### src/design/sst_pkg.sv
package sst_pkg;

   localparam int SLOTS            = 1024;
   localparam int SECTORS_PER_SLOT = 8;
   localparam int IDX_W            = $clog2(SLOTS);
   localparam int CNT_W            = IDX_W + 1;

   localparam logic [1:0] ACT_INSERT = 2'd0;
   localparam logic [1:0] ACT_FIND   = 2'd1;
   localparam logic [1:0] ACT_REMOVE = 2'd2;

   localparam logic [1:0] ST_OK      = 2'd0;
   localparam logic [1:0] ST_FULL    = 2'd1;
   localparam logic [1:0] ST_MISSING = 2'd2;
   localparam logic [1:0] ST_DUP     = 2'd3;

   typedef struct packed {
      logic [1:0]  action;
      logic [15:0] thread_id;
      logic [19:0] page_number;
      logic        writable;
      logic [9:0]  slot_index;
   } req_type;

   typedef struct packed {
      logic [1:0]  status;
      logic        hit;
      logic [9:0]  slot_found;
      logic [12:0] first_sector;
      logic        writable_out;
   } rsp_type;

   typedef struct packed {
      logic        used;
      logic [15:0] thread;
      logic [19:0] page;
      logic        flag;
   } entry_type;

   typedef struct packed {
      logic      shift;
      entry_type tail;
   } ring_ctl_type;

   typedef enum logic [1:0] {
      S_IDLE,
      S_SCAN,
      S_COMMIT,
      S_FINISH
   } state_type;

   function automatic rsp_type make_rsp(logic [1:0] status, logic hit,
                                        logic [IDX_W-1:0] slot, logic flag);
      rsp_type r;
      r.status       = status;
      r.hit          = hit;
      r.slot_found   = 10'(slot);
      r.first_sector = 13'(32'(slot) * SECTORS_PER_SLOT);
      r.writable_out = flag;
      return r;
   endfunction

endpackage

### src/design/sst_ctrl.sv
module sst_ctrl (
   input  logic                  clock,
   input  logic                  reset,
   input  logic                  req_valid,
   output logic                  req_ready,
   input  sst_pkg::req_type      req_data,
   output logic                  rsp_valid,
   input  logic                  rsp_ready,
   output sst_pkg::rsp_type      rsp_data,
   input  logic [10:0]           slots_limit,
   input  sst_pkg::entry_type    head,
   output sst_pkg::ring_ctl_type ring
);
   import sst_pkg::*;

   state_type         state_ff, state_in;
   logic [CNT_W-1:0]  step_ff, step_in;
   req_type           req_ff, req_in;
   logic              hit_ff, hit_in;
   logic [IDX_W-1:0]  hslot_ff, hslot_in;
   logic              hflag_ff, hflag_in;
   logic              free_ff, free_in;
   logic [IDX_W-1:0]  fslot_ff, fslot_in;
   rsp_type           res_ff, res_in;
   rsp_type           rsp_ff, rsp_in;
   logic              rsp_valid_ff, rsp_valid_in;

   logic              last;
   logic [IDX_W-1:0]  k;
   logic              key_match;
   logic              rm_match;
   logic              found;
   logic              out_free;

   assign last      = (32'(step_ff) == SLOTS - 1);
   assign k         = step_ff[IDX_W-1:0];
   assign key_match = head.used && (head.thread == req_ff.thread_id)
                      && (head.page == req_ff.page_number);
   assign rm_match  = head.used && (32'(k) == 32'(req_ff.slot_index));
   assign out_free  = !rsp_valid_ff || rsp_ready;

   always_comb begin
      case (req_ff.action)
         ACT_INSERT, ACT_FIND: found = key_match;
         ACT_REMOVE:           found = rm_match;
         default:              found = 1'b0;
      endcase
   end

   // next state
   always_comb begin
      state_in = state_ff;
      case (state_ff)
         S_IDLE:   if (req_valid) state_in = S_SCAN;
         S_SCAN: begin
            if (last) begin
               if (req_ff.action == ACT_INSERT && !hit_in && free_in) begin
                  state_in = S_COMMIT;
               end else begin
                  state_in = S_FINISH;
               end
            end
         end
         S_COMMIT: if (last) state_in = S_FINISH;
         S_FINISH: if (out_free) state_in = S_IDLE;
         default:  state_in = S_IDLE;
      endcase
   end

   // outputs
   always_comb begin
      req_ready  = (state_ff == S_IDLE);
      ring.shift = (state_ff == S_SCAN) || (state_ff == S_COMMIT);
      ring.tail  = head;
      if (state_ff == S_SCAN && req_ff.action == ACT_REMOVE && rm_match) begin
         ring.tail.used = 1'b0;
      end
      if (state_ff == S_COMMIT && k == fslot_ff) begin
         ring.tail = '{used: 1'b1, thread: req_ff.thread_id,
                       page: req_ff.page_number, flag: req_ff.writable};
      end
   end

   // datapath
   always_comb begin
      step_in  = '0;
      req_in   = req_ff;
      hit_in   = hit_ff;
      hslot_in = hslot_ff;
      hflag_in = hflag_ff;
      free_in  = free_ff;
      fslot_in = fslot_ff;
      res_in   = res_ff;

      if ((state_ff == S_SCAN || state_ff == S_COMMIT) && !last) begin
         step_in = step_ff + 1'b1;
      end

      if (state_ff == S_IDLE && req_valid) begin
         req_in  = req_data;
         hit_in  = 1'b0;
         free_in = 1'b0;
      end

      if (state_ff == S_SCAN) begin
         // keep the lowest match and the lowest usable free slot
         if (found && !hit_ff) begin
            hit_in   = 1'b1;
            hslot_in = k;
            hflag_in = head.flag;
         end
         if (!head.used && !free_ff && (32'(step_ff) < 32'(slots_limit))) begin
            free_in  = 1'b1;
            fslot_in = k;
         end
         if (last) begin
            case (req_ff.action)
               ACT_INSERT: begin
                  if (hit_in) begin
                     res_in = make_rsp(ST_DUP, 1'b0, '0, 1'b0);
                  end else if (!free_in) begin
                     res_in = make_rsp(ST_FULL, 1'b0, '0, 1'b0);
                  end else begin
                     res_in = make_rsp(ST_OK, 1'b0, fslot_in, req_ff.writable);
                  end
               end
               ACT_FIND: begin
                  res_in = hit_in ? make_rsp(ST_OK, 1'b1, hslot_in, hflag_in)
                                  : make_rsp(ST_MISSING, 1'b0, '0, 1'b0);
               end
               ACT_REMOVE: begin
                  res_in = hit_in ? make_rsp(ST_OK, 1'b0, hslot_in, hflag_in)
                                  : make_rsp(ST_MISSING, 1'b0, '0, 1'b0);
               end
               default: res_in = make_rsp(ST_MISSING, 1'b0, '0, 1'b0);
            endcase
         end
      end
   end

   // result register, loads while the previous result drains
   always_comb begin
      rsp_in       = rsp_ff;
      rsp_valid_in = rsp_valid_ff && !rsp_ready;
      if (state_ff == S_FINISH && out_free) begin
         rsp_in       = res_ff;
         rsp_valid_in = 1'b1;
      end
   end

   always_ff @(posedge clock) begin
      if (reset) begin
         state_ff     <= S_IDLE;
         step_ff      <= '0;
         rsp_valid_ff <= 1'b0;
      end else begin
         state_ff     <= state_in;
         step_ff      <= step_in;
         rsp_valid_ff <= rsp_valid_in;
      end
   end

   always_ff @(posedge clock) begin
      req_ff   <= req_in;
      hit_ff   <= hit_in;
      hslot_ff <= hslot_in;
      hflag_ff <= hflag_in;
      free_ff  <= free_in;
      fslot_ff <= fslot_in;
      res_ff   <= res_in;
      rsp_ff   <= rsp_in;
   end

   assign rsp_valid = rsp_valid_ff;
   assign rsp_data  = rsp_ff;

endmodule

### config.mk
export PLATFORM = sky130hd
export DESIGN_NAME = sst_ctrl
export DESIGN_NICKNAME = d
export VERILOG_FILES = /design/src/design/sst_pkg.sv /design/src/design/sst_ctrl.sv
export SDC_FILE = /design/constraint.sdc
export NUM_CORES = 1
export LEC_CHECK = 0
export BUFFER_PORTS_ARGS = -buffer_cell sky130_fd_sc_hd__buf_4
export CORE_MARGIN = 2
export CORE_UTILIZATION = 45
export DETAILED_ROUTE_END_ITERATION = 8
export GPL_TIMING_DRIVEN = 0
export PLACE_DENSITY = 0.82
export SLEW_MARGIN = 5
export SYNTH_ARGS = -nofsm -noshare
export SYNTH_HDL_FRONTEND = slang
export SYNTH_SLANG_ARGS = --single-unit
### constraint.sdc
create_clock -name clock -period 6.75 [get_ports clock]
set_input_delay 1.0125 -clock clock [delete_from_list [all_inputs] [get_ports clock]]
set_output_delay 1.0125 -clock clock [all_outputs]
set_load 0.01 [all_outputs]
==> results.md <==
* Vias in the first global route at 4,179
* Status: finished clean
* Largest area contributor in the netlist: edfxtp_1
* Clock network power share at 37.9%
* Via density at 4.94
* Pleak at 3.22 nW
* WS Path Type: register to output port
* Yosys cell types at 44
* Post-synth top area share at 51.4%
* CTS max path bufs at 2
* Cell with the most instances after synthesis: edfxtp_1
* FF-to-FF Start: req_ff[43]
* Fmax at 265 MHz
* Detailed Route Iter0 Violations at 171
* Fin crit share at 55.9%
* Pwr Density at 323 nW/um^2
* CTS tree: yes
* Endpoints failing setup at 0
* CTS HTree Levels at 4
* Layout cells sized above 1 at 45.3%
* Finished layout cell area at 7840 sq um
* Ports at 170
* Initial antenna violation count at 0
* DIE AREA at 13,600 sq um
* Worst-skew pair later-pin latency at 0.42 ns
* YS warnings at 0
* Detail Placement HPWL at 9740 um
* Fin Setup TNS at 0 ns
* WL final at 13,200 um
* Hold_sp: res_ff[9]
* Max transition margin at 21.1%
* Post-Syn Area at 5720 sq um
* First-pass GRT wire length at 20,100 um
* Hold_buf cts at 0
* Slowest stage delay, CP at 0.38 ns
* Clock skew at 0.00905 ns
* #FFs+latches synth at 114
* Slowest stage cell, crit path: mux2_2
* Most numerous cell on the critical path: buf_2
* Reg2reg setup slack at 4.10 ns
* Sequential share of power at 40.3%
* Internal Pwr Total at 0.00183 W
* CP Max Fanout at 10
* Ranking of synthesized cells by area: edfxtp_1 51%, xnor2_1 9.3%, mux2_2 7.5%
* WHS at 0.418 ns
* 1st-pass router iterations at 4
* Top FF cell, synth: edfxtp_1
* Mean routed wirelength per cell at 16.4 um
* Row Count at 41
* Non-Filler Instances at 806
* Asr flop ratio synth at 0%
* Final Critical Period at 3.77 ns
* Inst Count DP at 774
* Final GP Congestion at 0.815
* Family with the most delay on the worst path: buffers and inverters
* Nets at 738
* Total power at 0.00253 W
* Largest net degree at the start of global routing at 45
* Reg-to-Reg End: res_ff[10]
* Synth top cells by count: 98 x edfxtp_1, 61 x xnor2_1, 38 x inv_1, 38 x mux2_2, 22 x mux2i_1
* Input/output buffers at 166
* Slew Viols, Final at 0
* Antenna diodes at 0
* Clock Sinks at 114
* Hold Path Cell Cnt at 0
* Crit. End Element: output port
* Antenna viol nets, final at 0
* Area Overhead vs Synth at 37.1%
* Area after DPL at 7210 sq um
* CTS Buf Count at 17
* Tightest Hold Check Type: register to register
* Worst VDD drop at 0.206 mV
* Grt total ovfl at 0
* Via Count at 3,981
* Clk slew on worst S/H paths at 0.05 ns
* Total core area at 12,500 sq um
* Worst Path Arrival at 2.76 ns
* Crit path buf inv count at 4
* Post-cts gate resize count at 0
* Sw Share at 27.6%
* Chip Width at 117 um
* Number of flops mapped to enable cells by yosys at 98
* Initial core utilization at 45.7%
* Worst path required time at 5.74 ns
* Logic pwr share at 21.8%
* Fin. Hold Viols at 0
* Worst path cell trace: buf_2 > xnor2_1 > nand4_1 > nor3_1 > buf_2 > buf_2 > mux2_2 > buf_4
* Max Cap Viol at 0
* Switch Pwr at 0.000699 W
* Slew @ Worst Pin at 1.18 ns
* Reg2reg path depth at 8
* Root Buffer Master: clkbuf_16
* Unrepaired setup endpoints after global routing: no
* Worst setup SP type: register
* Drt drc at 0
* Avg Inst Size Synth at 13.2 sq um
* Setup bufs post-CTS at 0
* Hold path endpoint: rsp_data[9]
* Cells after synthesis at 433
* Register area share after synthesis at 57.0%
* Die height at 117 um
* Total GRT Usage at 19.8%
-- sequential cells by signal, indices dropped and copies added, names as in the netlist --
register	flops
fslot_ff	10
rsp_valid	1
step_ff	11
state_ff	2
hflag_ff	1
free_ff	1
res_ff	14
hslot_ff	10
hit_ff	1
rsp_data	14
req_ff	49
-- per-layer routing --
layer	track usage, %	wire [um]
met5	0	0
met4	9.10	366
met3	6.54	1020
met2	36.2	6930
met1	20.6	4870
-- power groups by stage --
stage          Combinational, W  Sequential, W  Clock (W)
5_1_grt                0.000602        0.00103   0.000992
2_1_floorplan          0.000356        0.00102          0
3_3_place_gp           0.000521        0.00103          0
4_1_cts                0.000556        0.00102   0.000967
3_5_place_dp           0.000548        0.00103          0
6_report               0.000552        0.00102   0.000959
-- cell usage in the layout (no fill, tap or decap), types with 7 or more instances in the layout --
| master | instances |
|---|---|
| mux2_2 | 38 |
| buf_4 | 183 |
| clkbuf_16 | 17 |
| edfxtp_1 | 98 |
| nand3_1 | 7 |
| inv_1 | 37 |
| buf_2 | 11 |
| ha_1 | 15 |
| o22ai_2 | 10 |
| nand4_1 | 12 |
| xnor2_1 | 61 |
| mux2i_1 | 22 |
| dfxtp_1 | 16 |
| nand2_1 | 9 |
| nor2_1 | 21 |
-- cell families (layout without fill, tap and decap cells) --
kind of cell / after synthesis / in the layout / synth area share (%)
other cells: 1 / 3 / 0.0656
fa+ha+maj: 15 / 15 / 3.28
compound gates: 33 / 33 / 4.94
buf+inv: 71 / 270 / 6.41
simple gates: 74 / 74 / 6.98
xor+xnor: 65 / 65 / 9.95
flops: 114 / 114 / 57.0
mux: 60 / 60 / 11.3
-- final cells by class --
type | instances | area, sq um
clock buffer | 17 | 425
timing repair buffer | 167 | 1270
inverter | 38 | 143
sequential | 114 | 3260
buffer | 33 | 224
multi-input combinational | 250 | 2100
fill | 954 | 4670
clock inverter | 15 | 206
tap | 172 | 215
-- through the flow --
stage                     worst slack [ns]  utilization, %
after CTS                             2.91            62.6
after detailed placement              3.37            57.6
after floorplan                       3.92               -
after global routing                  2.86            62.7
final                                 2.98            62.7
after global placement                3.39            57.4
-- how the worst max path moves through the flow --
stage / cells after the start / to / slack, ns / startpoint
after CTS: 8 / ring[33] / 2.91 / step_ff[1]
final: 8 / ring[31] / 2.98 / step_ff[1]
after global placement: 9 / res_ff[9] / 3.39 / head[36]
after floorplan: 9 / res_ff[5] / 3.92 / slots_limit[1]
after detailed placement: 9 / res_ff[12] / 3.37 / head[36]
after global routing: 8 / ring[35] / 2.86 / step_ff[1]
(Power assumes the default switching activity.)
