### config.mk
export PLATFORM = sky130hd
export DESIGN_NAME = sst_cell
export DESIGN_NICKNAME = d
export VERILOG_FILES = /design/src/design/sst_pkg.sv /design/src/design/sst_cell.sv
export SDC_FILE = /design/constraint.sdc
export NUM_CORES = 1
export LEC_CHECK = 0
export BUFFER_PORTS_ARGS = -buffer_cell sky130_fd_sc_hd__buf_4
export CAP_MARGIN = 20
export CORE_UTILIZATION = 40
export DETAILED_ROUTE_END_ITERATION = 8
export PLACE_DENSITY = 0.85
export REMOVE_ABC_BUFFERS = 1
export SETUP_SLACK_MARGIN = 0.1
export SKIP_LAST_GASP = 1
export SYNTH_ARGS = -nofsm -noshare
export SYNTH_HDL_FRONTEND = slang
export SYNTH_SLANG_ARGS = --single-unit
export TNS_END_PERCENT = 100
### constraint.sdc
create_clock -name clock -period 1 [get_ports clock]
set_input_delay 0.1 -clock clock [delete_from_list [all_inputs] [get_ports clock]]
set_output_delay 0.1 -clock clock [all_outputs]
set_load 0.02 [all_outputs]
### src/design/sst_pkg.sv
package sst_pkg;

   localparam int SLOTS            = 1024;
   localparam int SECTORS_PER_SLOT = 8;
   localparam int IDX_W            = $clog2(SLOTS);
   localparam int CNT_W            = IDX_W + 1;

   localparam logic [1:0] ACT_INSERT = 2'd0;
   localparam logic [1:0] ACT_FIND   = 2'd1;
   localparam logic [1:0] ACT_REMOVE = 2'd2;

   localparam logic [1:0] ST_OK      = 2'd0;
   localparam logic [1:0] ST_FULL    = 2'd1;
   localparam logic [1:0] ST_MISSING = 2'd2;
   localparam logic [1:0] ST_DUP     = 2'd3;

   typedef struct packed {
      logic [1:0]  action;
      logic [15:0] thread_id;
      logic [19:0] page_number;
      logic        writable;
      logic [9:0]  slot_index;
   } req_type;

   typedef struct packed {
      logic [1:0]  status;
      logic        hit;
      logic [9:0]  slot_found;
      logic [12:0] first_sector;
      logic        writable_out;
   } rsp_type;

   typedef struct packed {
      logic        used;
      logic [15:0] thread;
      logic [19:0] page;
      logic        flag;
   } entry_type;

   typedef struct packed {
      logic      shift;
      entry_type tail;
   } ring_ctl_type;

   typedef enum logic [1:0] {
      S_IDLE,
      S_SCAN,
      S_COMMIT,
      S_FINISH
   } state_type;

   function automatic rsp_type make_rsp(logic [1:0] status, logic hit,
                                        logic [IDX_W-1:0] slot, logic flag);
      rsp_type r;
      r.status       = status;
      r.hit          = hit;
      r.slot_found   = 10'(slot);
      r.first_sector = 13'(32'(slot) * SECTORS_PER_SLOT);
      r.writable_out = flag;
      return r;
   endfunction

endpackage

### src/design/sst_cell.sv
module sst_cell (
   input  logic                clock,
   input  logic                reset,
   input  logic                shift,
   input  sst_pkg::entry_type  d,
   output sst_pkg::entry_type  q
);
   import sst_pkg::*;

   logic        used_ff, used_in;
   logic [15:0] thread_ff, thread_in;
   logic [19:0] page_ff, page_in;
   logic        flag_ff, flag_in;

   always_comb begin
      used_in   = shift ? d.used   : used_ff;
      thread_in = shift ? d.thread : thread_ff;
      page_in   = shift ? d.page   : page_ff;
      flag_in   = shift ? d.flag   : flag_ff;
   end

   always_ff @(posedge clock) begin
      if (reset) begin
         used_ff <= 1'b0;
      end else begin
         used_ff <= used_in;
      end
   end

   always_ff @(posedge clock) begin
      thread_ff <= thread_in;
      page_ff   <= page_in;
      flag_ff   <= flag_in;
   end

   assign q = '{used: used_ff, thread: thread_ff, page: page_ff, flag: flag_ff};

endmodule

==> flow_metrics.py, run 1 <==
metrics = {
    "critical_path": {
        "worstRegToRegCells": 2,
        "crit_path_end": "q[30]",
        "ff2ff_setup_slack_ps": 370,
        "path_max_fanout": 1,
        "crit_family": "flip-flops",
        "slowest_stage": "edfxtp_1",
        "r2r-end": "used_ff$_SDFFE_PP0P_",
        "crit_path_end_kind": "primary output",
        "critPathBufInv": 1,
        "crit_required_ps": 900,
        "crit_chain": "buf_6",
        "r2r_start": "used_ff$_SDFFE_PP0P_",
        "cp_slowest_stage_delay_ps": 430,
        "cp.arrival_ps": 920,
        "criticalPathCategory": "flop to primary output",
        "startpoint": "thread_ff[9]$_DFFE_PP_",
        "startpoint_type": "flop",
        "path_depth": 1,
    },
    "routing": {
        "wirelength_mm": 3.412,
        "drc": 0,
        "drtIter0Drc": 12,
        "num_vias": 905,
        "drtPass1Iterations": 4,
        "routedWlPerCell_um": 17.32,
        "routed_via_density": 4.594,
        "drtAntennaViolNets": 0,
    },
    "floorplanning": {
        "rows": 19,
        "die_height_um": 55.85,
        "floorplan.initialDensity_pct": 42.06,
        "boundaryPins": 79,
        "fp.dieW_um": 55.85,
        "dieArea_um2": 3119,
        "coreArea_um2": 2758,
    },
    "yosys": {
        "synthMuxAreaShare_pct": 0.8630,
        "ys_async_sr_fraction_pct": 0,
        "synth-main-ff-cell": "edfxtp_1",
        "synth.distinct_cells": 5,
        "synth_area_um2": 1160,
        "synth_compound_area_share_pct": 0,
        "synth-seq-cells": 38,
        "synth_edf_count": 37,
        "synthAdderAreaFrac_pct": 0,
        "synth_commonest_cells": "edfxtp_1 (37), buf_4 (2), dfxtp_1 (1), mux2i_1 (1), nor2_1 (1)",
        "yosysMostFrequentCell": "edfxtp_1",
        "syn_avg_cell_area_um2": 27.62,
        "yosys.area_share.simple_pct": 0.3236,
        "synth_top_family_by_area": "buffers and inverters",
        "yosysSeqAreaShare_pct": 97.52,
        "yosys-top-cells-area": "edfxtp_1 (96%), dfxtp_1 (1.7%), buf_4 (1.3%)",
        "synth_top_area_share_pct": 95.79,
        "yosysTopAreaCell": "edfxtp_1",
        "ys_warn_count": 0,
        "synth_cells": 42,
        "synth_xor_area_share_pct": 0,
    },
    "sta": {
        "worst_pin_slew_ps": 122.3,
        "fin_crit_sh_pct": 102.2,
        "tns_ps": -84.04,
        "max_freq_mhz": 978.1,
        "setup_viol": 5,
        "hold_ws_ps": 22.38,
        "slew-limit-headroom_pct": 91.61,
        "finalMaxSlewViolations": 0,
        "finClkSkew_ps": 0,
        "setup_ws_ps": -22.43,
        "rsz0062_at_grt": "yes",
        "finalHoldViolCount": 0,
        "finalCriticalPeriod_ps": 1022,
    },
    "global_route": {
        "antenna_found_initial": 0,
        "grt_max_degree": 19,
        "grt_pass1_wl_mm": 5.319,
        "grt_pass1_vias": 1033,
        "grt.total_usage_pct": 24.33,
        "grt_remaining_overflow": 0,
    },
    "finish": {
        "final_nets": 206,
        "diodes": 0,
        "drive_above_1_share_pct": 53.01,
        "area_growth_pct": 106.4,
        "fillers": 112,
        "final_util_pct": 86.80,
        "stdcell_count": 197,
    },
    "placement": {
        "gp_congestion": 0.7022,
        "port_buffers": 78,
        "dp.cells": 151,
    },
    "clock_network": {
        "cts_buffers": 5,
        "htreeDepth": 2,
        "post-cts-setup-buffer-count": 0,
        "path_clk_slew_ps": 110,
        "cts_tree": "built",
        "numClockSinks": 38,
        "root_buffer": "clkbuf_4",
        "clock_path_buffers": 2,
        "clock_latency_ps": 330,
    },
    "worst_hold_path": {
        "hp-class": "input pin to flop",
    },
    "run_status": {
        "status": "complete, but fails checks",
        "violations": "setup timing",
    },
    "flow_run": {
        "cap_violations": 0,
    },
    "pwr": {
        "leakage_uw": 0.001013,
        "max-vdd-ir-drop_mv": 1.711,
        "powerDensity_nw_per_um2": 1458,
        "power_uw": 3490,
    },
}
==> worst reg2reg max path, cell delays in order (launching register included) <==
cell	delay, ps
dfxtp_2	350
mux2i_1	130
nor2_1	60
==> power by group <==
group	total [uW]	switching, uW	leakage (uW)	internal (uW)
Clock	819	478	0.0000353	341
Combinational	717	291	0.000607	427
Sequential	1950	65.9	0.000371	1890
Total	3490	835	0.00101	2660
==> logic make-up after synthesis <==
logic type    after synthesis
simple gates                1
mux                         1
buf+inv                     2
flops                      38
==> through the flow <==
stage | setup slack [ps] | cell area, um^2
2_1_floorplan | 354.6 | 1145
3_3_place_gp | 255.8 | 1809
3_5_place_dp | 212.6 | 1809
4_1_cts | -19.20 | 2386
5_1_grt | -67.83 | 2394
6_report | -22.43 | 2394
==> placed cells by master, fill, tap and decap left out <==
cell type | netlist | routed
buf_4 | 2 | 40
dlygate4sd3_1 | 0 | 38
buf_6 | 0 | 38
edfxtp_1 | 37 | 37
clkbuf_4 | 0 | 5
buf_12 | 0 | 2
mux2i_1 | 1 | 1
nor2_1 | 1 | 1
clkbuf_8 | 0 | 1
clkinv_2 | 0 | 1
clkbuf_1 | 0 | 1
dfxtp_2 | 0 | 1
==> worst min-delay path by stage <==
stage	start	to	slack, ps	depth (start not counted)
after floorplan	reset	used_ff$_SDFFE_PP0P_	170	1
after global placement	reset	used_ff$_SDFFE_PP0P_	260	2
after detailed placement	reset	used_ff$_SDFFE_PP0P_	260	2
after CTS	d[37]	used_ff$_SDFFE_PP0P_	10	3
after global routing	d[37]	used_ff$_SDFFE_PP0P_	20	3
final	d[37]	used_ff$_SDFFE_PP0P_	20	3
==> state kept, by name, summed over array words and instances (netlist names) <==
register and count:
page_ff 20, used_ff 1, thread_ff 16, flag_ff 1
==> layout make-up <==
cell class / count / area, um^2 / share of cell area (%)
Clock buffer: 7 / 55.05 / 2.300
Clock inverter: 1 / 5.005 / 0.2091
Multi-Input combinational cell: 2 / 13.76 / 0.5750
Sequential cell: 38 / 1132 / 47.31
Tap cell: 31 / 38.79 / 1.620
Timing Repair Buffer: 118 / 1149 / 47.99
==> repair_timing <==
action,in CTS,in global routing
setup endpoints to repair,38,38
hold endpoints to repair,38,0
gates resized for setup,37,2
hold buffers,38,0
gates cloned,0,0
==> layer usage <==
layer | share of wire [%] | global-route usage (%) | vias up
met2 | 51 | 39.07 | 64
met5 | 0 | 0 | -
met3 | 12 | 12.79 | 6
met4 | 2.1 | 10.45 | 0
met1 | 36 | 27.15 | 424
li1 | - | - | 411
No activity file was read; power rests on OpenSTA's default activity.
==> run 2, diff against run 1 <==
Settings changed: PLACE_DENSITY 0.85 to 0.77.
==> flow_metrics.py, run 2 (synthesized netlist as in run 1, its figures left out) <==
metrics = {
    "run_status": {
        "status": "complete, but fails checks",
        "violations": "setup timing",
    },
    "sta": {
        "slew-limit-headroom_pct": 86.18,
        "finalCriticalPeriod_ps": 1052,
        "finalHoldViolCount": 0,
        "max_freq_mhz": 950.6,
        "worst_pin_slew_ps": 207.4,
        "hold_ws_ps": 106.5,
        "setup_viol": 27,
        "finClkSkew_ps": 0,
        "fin_crit_sh_pct": 105.2,
        "rsz0062_at_grt": "yes",
        "finalMaxSlewViolations": 0,
        "setup_ws_ps": -51.92,
    },
    "placement": {
        "port_buffers": 78,
        "place_area_um2": 1797,
        "place_ws_ps": 190.0,
        "gp_congestion": 0.6537,
        "dp.cells": 151,
    },
    "finish": {
        "diodes": 0,
        "regMostFlops": "page_ff",
        "reg.largest.list": "page_ff x20, thread_ff x16",
        "mostFrequentLayoutCells": "buf_4 (42), dlygate4sd3_1 (39), buf_6 (38)",
        "stdcell_count": 199,
        "largest_reg_flops": 20,
        "finalInstanceArea_um2": 2421,
        "final_common_cell": "buf_4",
        "final_nets": 208,
        "drive_above_1_share_pct": 53.57,
        "area_growth_pct": 108.7,
    },
    "worst_hold_path": {
        "hp-start": "shift",
        "hp-class": "input pin to flop",
        "min_to": "page_ff[5]$_DFFE_PP_",
        "hold_depth": 1,
    },
    "critical_path": {
        "r2r-end": "used_ff$_SDFFE_PP0P_",
        "worstRegToRegCells": 3,
        "slowest_stage": "edfxtp_1",
        "cp.arrival_ps": 950,
        "cp_slowest_stage_delay_ps": 450,
        "path_depth": 1,
        "crit_chain": "buf_6",
        "r2r_start": "used_ff$_SDFFE_PP0P_",
        "ff2ff_setup_slack_ps": 250,
        "path_max_fanout": 1,
        "startpoint_type": "flop",
        "crit_family": "flip-flops",
        "crit_path_end_kind": "primary output",
        "critPathBufInv": 1,
        "criticalPathCategory": "flop to primary output",
        "crit_required_ps": 900,
    },
    "flow_run": {
        "cap_violations": 0,
    },
    "clock_network": {
        "root_buffer": "clkbuf_4",
        "clock_path_buffers": 2,
        "clock_latency_ps": 350,
        "cts_tree": "built",
        "path_clk_slew_ps": 130,
        "cts_buffers": 5,
        "htreeDepth": 2,
        "numClockSinks": 38,
    },
    "floorplanning": {
        "dieArea_um2": 3119,
        "floorplan.initialDensity_pct": 42.06,
        "coreArea_um2": 2758,
        "die_height_um": 55.85,
        "boundaryPins": 79,
        "fp.dieW_um": 55.85,
        "rows": 19,
    },
    "global_route": {
        "grt_pass1_wl_mm": 5.851,
        "grt_remaining_overflow": 0,
        "antenna_found_initial": 0,
        "grt.total_usage_pct": 27.85,
        "grt_max_degree": 22,
        "grt_pass1_vias": 1078,
    },
    "routing": {
        "drtIter0Drc": 32,
        "drtPass1Iterations": 4,
        "wirelength_mm": 3.894,
        "drtAntennaViolNets": 0,
        "num_vias": 949,
        "routed_via_density": 4.769,
        "drc": 0,
        "routedWlPerCell_um": 19.57,
    },
    "pwr": {
        "max-vdd-ir-drop_mv": 1.969,
        "power_uw": 3775,
        "leakage_uw": 0.001020,
        "powerDensity_nw_per_um2": 1559,
    },
}
-- run 2: timing repair --
item | CTS | global route
resized for setup | 35 | 4
cloned | 0 | 0
pin swaps | 0 | 0
setup endpoints to repair | 38 | 38
setup buffers | 0 | 1
endpoints found under the hold margin | 38 | 0
hold buffers | 39 | 0
-- run 2: power by group --
part | internal [uW] | leakage, uW | switching [uW]
Clock | 524 | 0.0000374 | 564
Combinational | 427 | 0.000612 | 305
Sequential | 1890 | 0.000371 | 67.0
-- run 2: through the flow --
stage,TNS (ps),util (%)
2_1_floorplan,0,-
3_3_place_gp,0,65.15
3_5_place_dp,0,65.15
4_1_cts,-273.5,86.98
5_1_grt,-1838,87.79
6_report,-571.6,87.79
-- run 2: worst max path at each step --
stage                            startpoint                 endpoint  slack (ps)
finish                page_ff[19]$_DFFE_PP_                    q[20]         -50
global route           page_ff[8]$_DFFE_PP_                     q[9]         -80
CTS                 thread_ff[15]$_DFFE_PP_                    q[36]         -40
detailed placement                    shift   thread_ff[2]$_DFFE_PP_         190
global placement                      shift  thread_ff[15]$_DFFE_PP_         210
floorplan              used_ff$_SDFFE_PP0P_     used_ff$_SDFFE_PP0P_         350
-- run 2: final cells by class --
type                       count  area [um^2]
clock buffer                   5        37.54
clock inverter                 3        45.04
fill                         105        336.6
multi-input combinational      2        13.76
sequential                    38         1132
tap                           31        38.79
timing repair buffer         120         1154
-- run 2: per-layer routing --
layer	track usage [%]	wire length, um	vias to the layer above
li1	-	-	414
met1	30.29	1381	467
met2	46.82	2065	58
met3	10.93	326	10
met4	14.98	121	0
met5	0	0	-
==> run 3, diff against run 2 <==
Clock period 1 ns to 1.05 ns, I/O delays scaled along.
==> flow_metrics.py, run 3 (synthesized netlist as in run 1, its figures left out) <==
metrics = {
    "run_status": {
        "status": "complete, but fails checks",
        "violations": "setup timing",
    },
    "finish": {
        "fillers": 116,
        "final_common_cell": "buf_4",
        "largest_reg_flops": 20,
        "regMostFlops": "page_ff",
        "diodes": 0,
        "final_nets": 208,
        "reg.largest.list": "page_ff x20, thread_ff x16",
        "drive_above_1_share_pct": 53.57,
        "area_growth_pct": 107.1,
        "mostFrequentLayoutCells": "buf_4 (42), dlygate4sd3_1 (39), buf_6 (38)",
    },
    "critical_path": {
        "ff2ff_setup_slack_ps": 270,
        "worstRegToRegCells": 3,
        "startpoint_type": "flop",
        "criticalPathCategory": "flop to primary output",
        "crit_chain": "buf_6",
        "cp.arrival_ps": 990,
        "crit_required_ps": 940,
        "r2r-end": "used_ff$_SDFFE_PP0P_",
        "cp_slowest_stage_delay_ps": 460,
        "critPathBufInv": 1,
        "crit_path_end_kind": "primary output",
        "crit_family": "flip-flops",
        "path_max_fanout": 1,
        "r2r_start": "used_ff$_SDFFE_PP0P_",
        "slowest_stage": "edfxtp_1",
    },
    "routing": {
        "num_vias": 918,
        "routedWlPerCell_um": 18.89,
        "dr.max_layer_used": "met4",
        "wl_met2_mm": 1.909,
        "routed_via_density": 4.613,
        "drtIter0Drc": 20,
        "drtAntennaViolNets": 0,
        "met1_length_mm": 1.402,
        "met3_length_um": 347,
        "drtPass1Iterations": 4,
        "wirelength_mm": 3.759,
        "drc": 0,
    },
    "global_route": {
        "grt_pass1_vias": 1023,
        "antenna_found_initial": 0,
        "grt_pass1_wl_mm": 5.582,
        "grt_remaining_overflow": 0,
        "grt.total_usage_pct": 26.93,
        "grt_max_degree": 22,
    },
    "clock_network": {
        "path_clk_slew_ps": 120,
        "htreeDepth": 2,
        "cts_tree": "built",
        "root_buffer": "clkbuf_4",
        "clock_latency_ps": 360,
        "clock_path_buffers": 2,
        "numClockSinks": 38,
        "cts_buffers": 5,
    },
    "sta": {
        "rsz0062_at_grt": "yes",
        "finClkSkew_ps": 0,
        "finalMaxSlewViolations": 0,
        "hold_ws_ps": 97.55,
        "worst_pin_slew_ps": 180.9,
        "max_freq_mhz": 915.8,
        "finalHoldViolCount": 0,
        "setup_viol": 5,
        "setup_ws_ps": -41.98,
        "slew-limit-headroom_pct": 87.59,
        "finalCriticalPeriod_ps": 1092,
        "fin_crit_sh_pct": 104.0,
    },
    "floorplanning": {
        "fp.dieW_um": 55.85,
        "dieArea_um2": 3119,
        "die_height_um": 55.85,
        "coreArea_um2": 2758,
        "floorplan.initialDensity_pct": 42.06,
        "rows": 19,
        "boundaryPins": 79,
    },
    "pwr": {
        "powerDensity_nw_per_um2": 1413,
        "max-vdd-ir-drop_mv": 1.572,
        "leakage_uw": 0.001017,
        "power_uw": 3396,
    },
    "worst_hold_path": {
        "hold_depth": 1,
        "hp-start": "shift",
        "hp-class": "input pin to flop",
        "min_to": "page_ff[13]$_DFFE_PP_",
    },
    "placement": {
        "gp_congestion": 0.6538,
        "port_buffers": 78,
    },
    "flow_run": {
        "cap_violations": 0,
    },
}
-- run 3: cell types whose count changed in the layout (fill, tap and decap cells not counted), sizes merged --
| cell | delta |
|---|---|
| bufinv | -1 |
| clkbuf | +1 |
| clkinvlp | -1 |
| clkinv | +1 |
-- run 3: cell type report --
cell class	instances	area (um^2)	area share (%)
sequential	38	1132	47.14
tap	31	38.79	1.615
multi-input combinational	2	13.76	0.5729
clock buffer	6	51.30	2.135
clock inverter	2	12.51	0.5208
timing repair buffer	120	1154	48.02
-- run 3: through the flow --
step	setup slack [ps]	cell area, um^2	cells	setup TNS, ps	util (%)
after floorplan	404.6	1145	40	0	-
after global placement	259.0	1797	151	0	65.15
after detailed placement	233.7	1797	151	0	65.15
after CTS	28.19	2382	198	0	86.39
after global routing	-67.28	2402	199	-553.5	87.11
final	-41.98	2402	199	-78.70	87.11
-- run 3: power breakdown --
part	switching, uW	leakage, uW	internal, uW
clock	523	0.0000343	322
combinational	284	0.000612	407
sequential	63.1	0.000371	1800
-- run 3: worst max path at each step --
stage | from | endpoint | cells past startpoint
final | page_ff[19]$_DFFE_PP_ | q[20] | 1
after CTS | thread_ff[15]$_DFFE_PP_ | q[36] | 1
after detailed placement | shift | thread_ff[2]$_DFFE_PP_ | 2
after floorplan | used_ff$_SDFFE_PP0P_ | used_ff$_SDFFE_PP0P_ | 2
after global placement | shift | thread_ff[15]$_DFFE_PP_ | 2
after global routing | page_ff[19]$_DFFE_PP_ | q[20] | 1
-- run 3: per-layer routing --
layer	up-vias	global-route usage, %
li1	412	-
met1	444	30.29
met2	52	42.69
met3	10	13.26
met4	0	13.59
met5	-	0
-- run 3: what timing repair did --
| item | 4_1_cts | 5_1_grt |
|---|---|---|
| gates resized for setup | 35 | 4 |
| endpoints found under the setup margin | 37 | 38 |
| endpoints found under the hold margin | 38 | 0 |
| setup buffers | 0 | 1 |
| hold buffers | 39 | 0 |
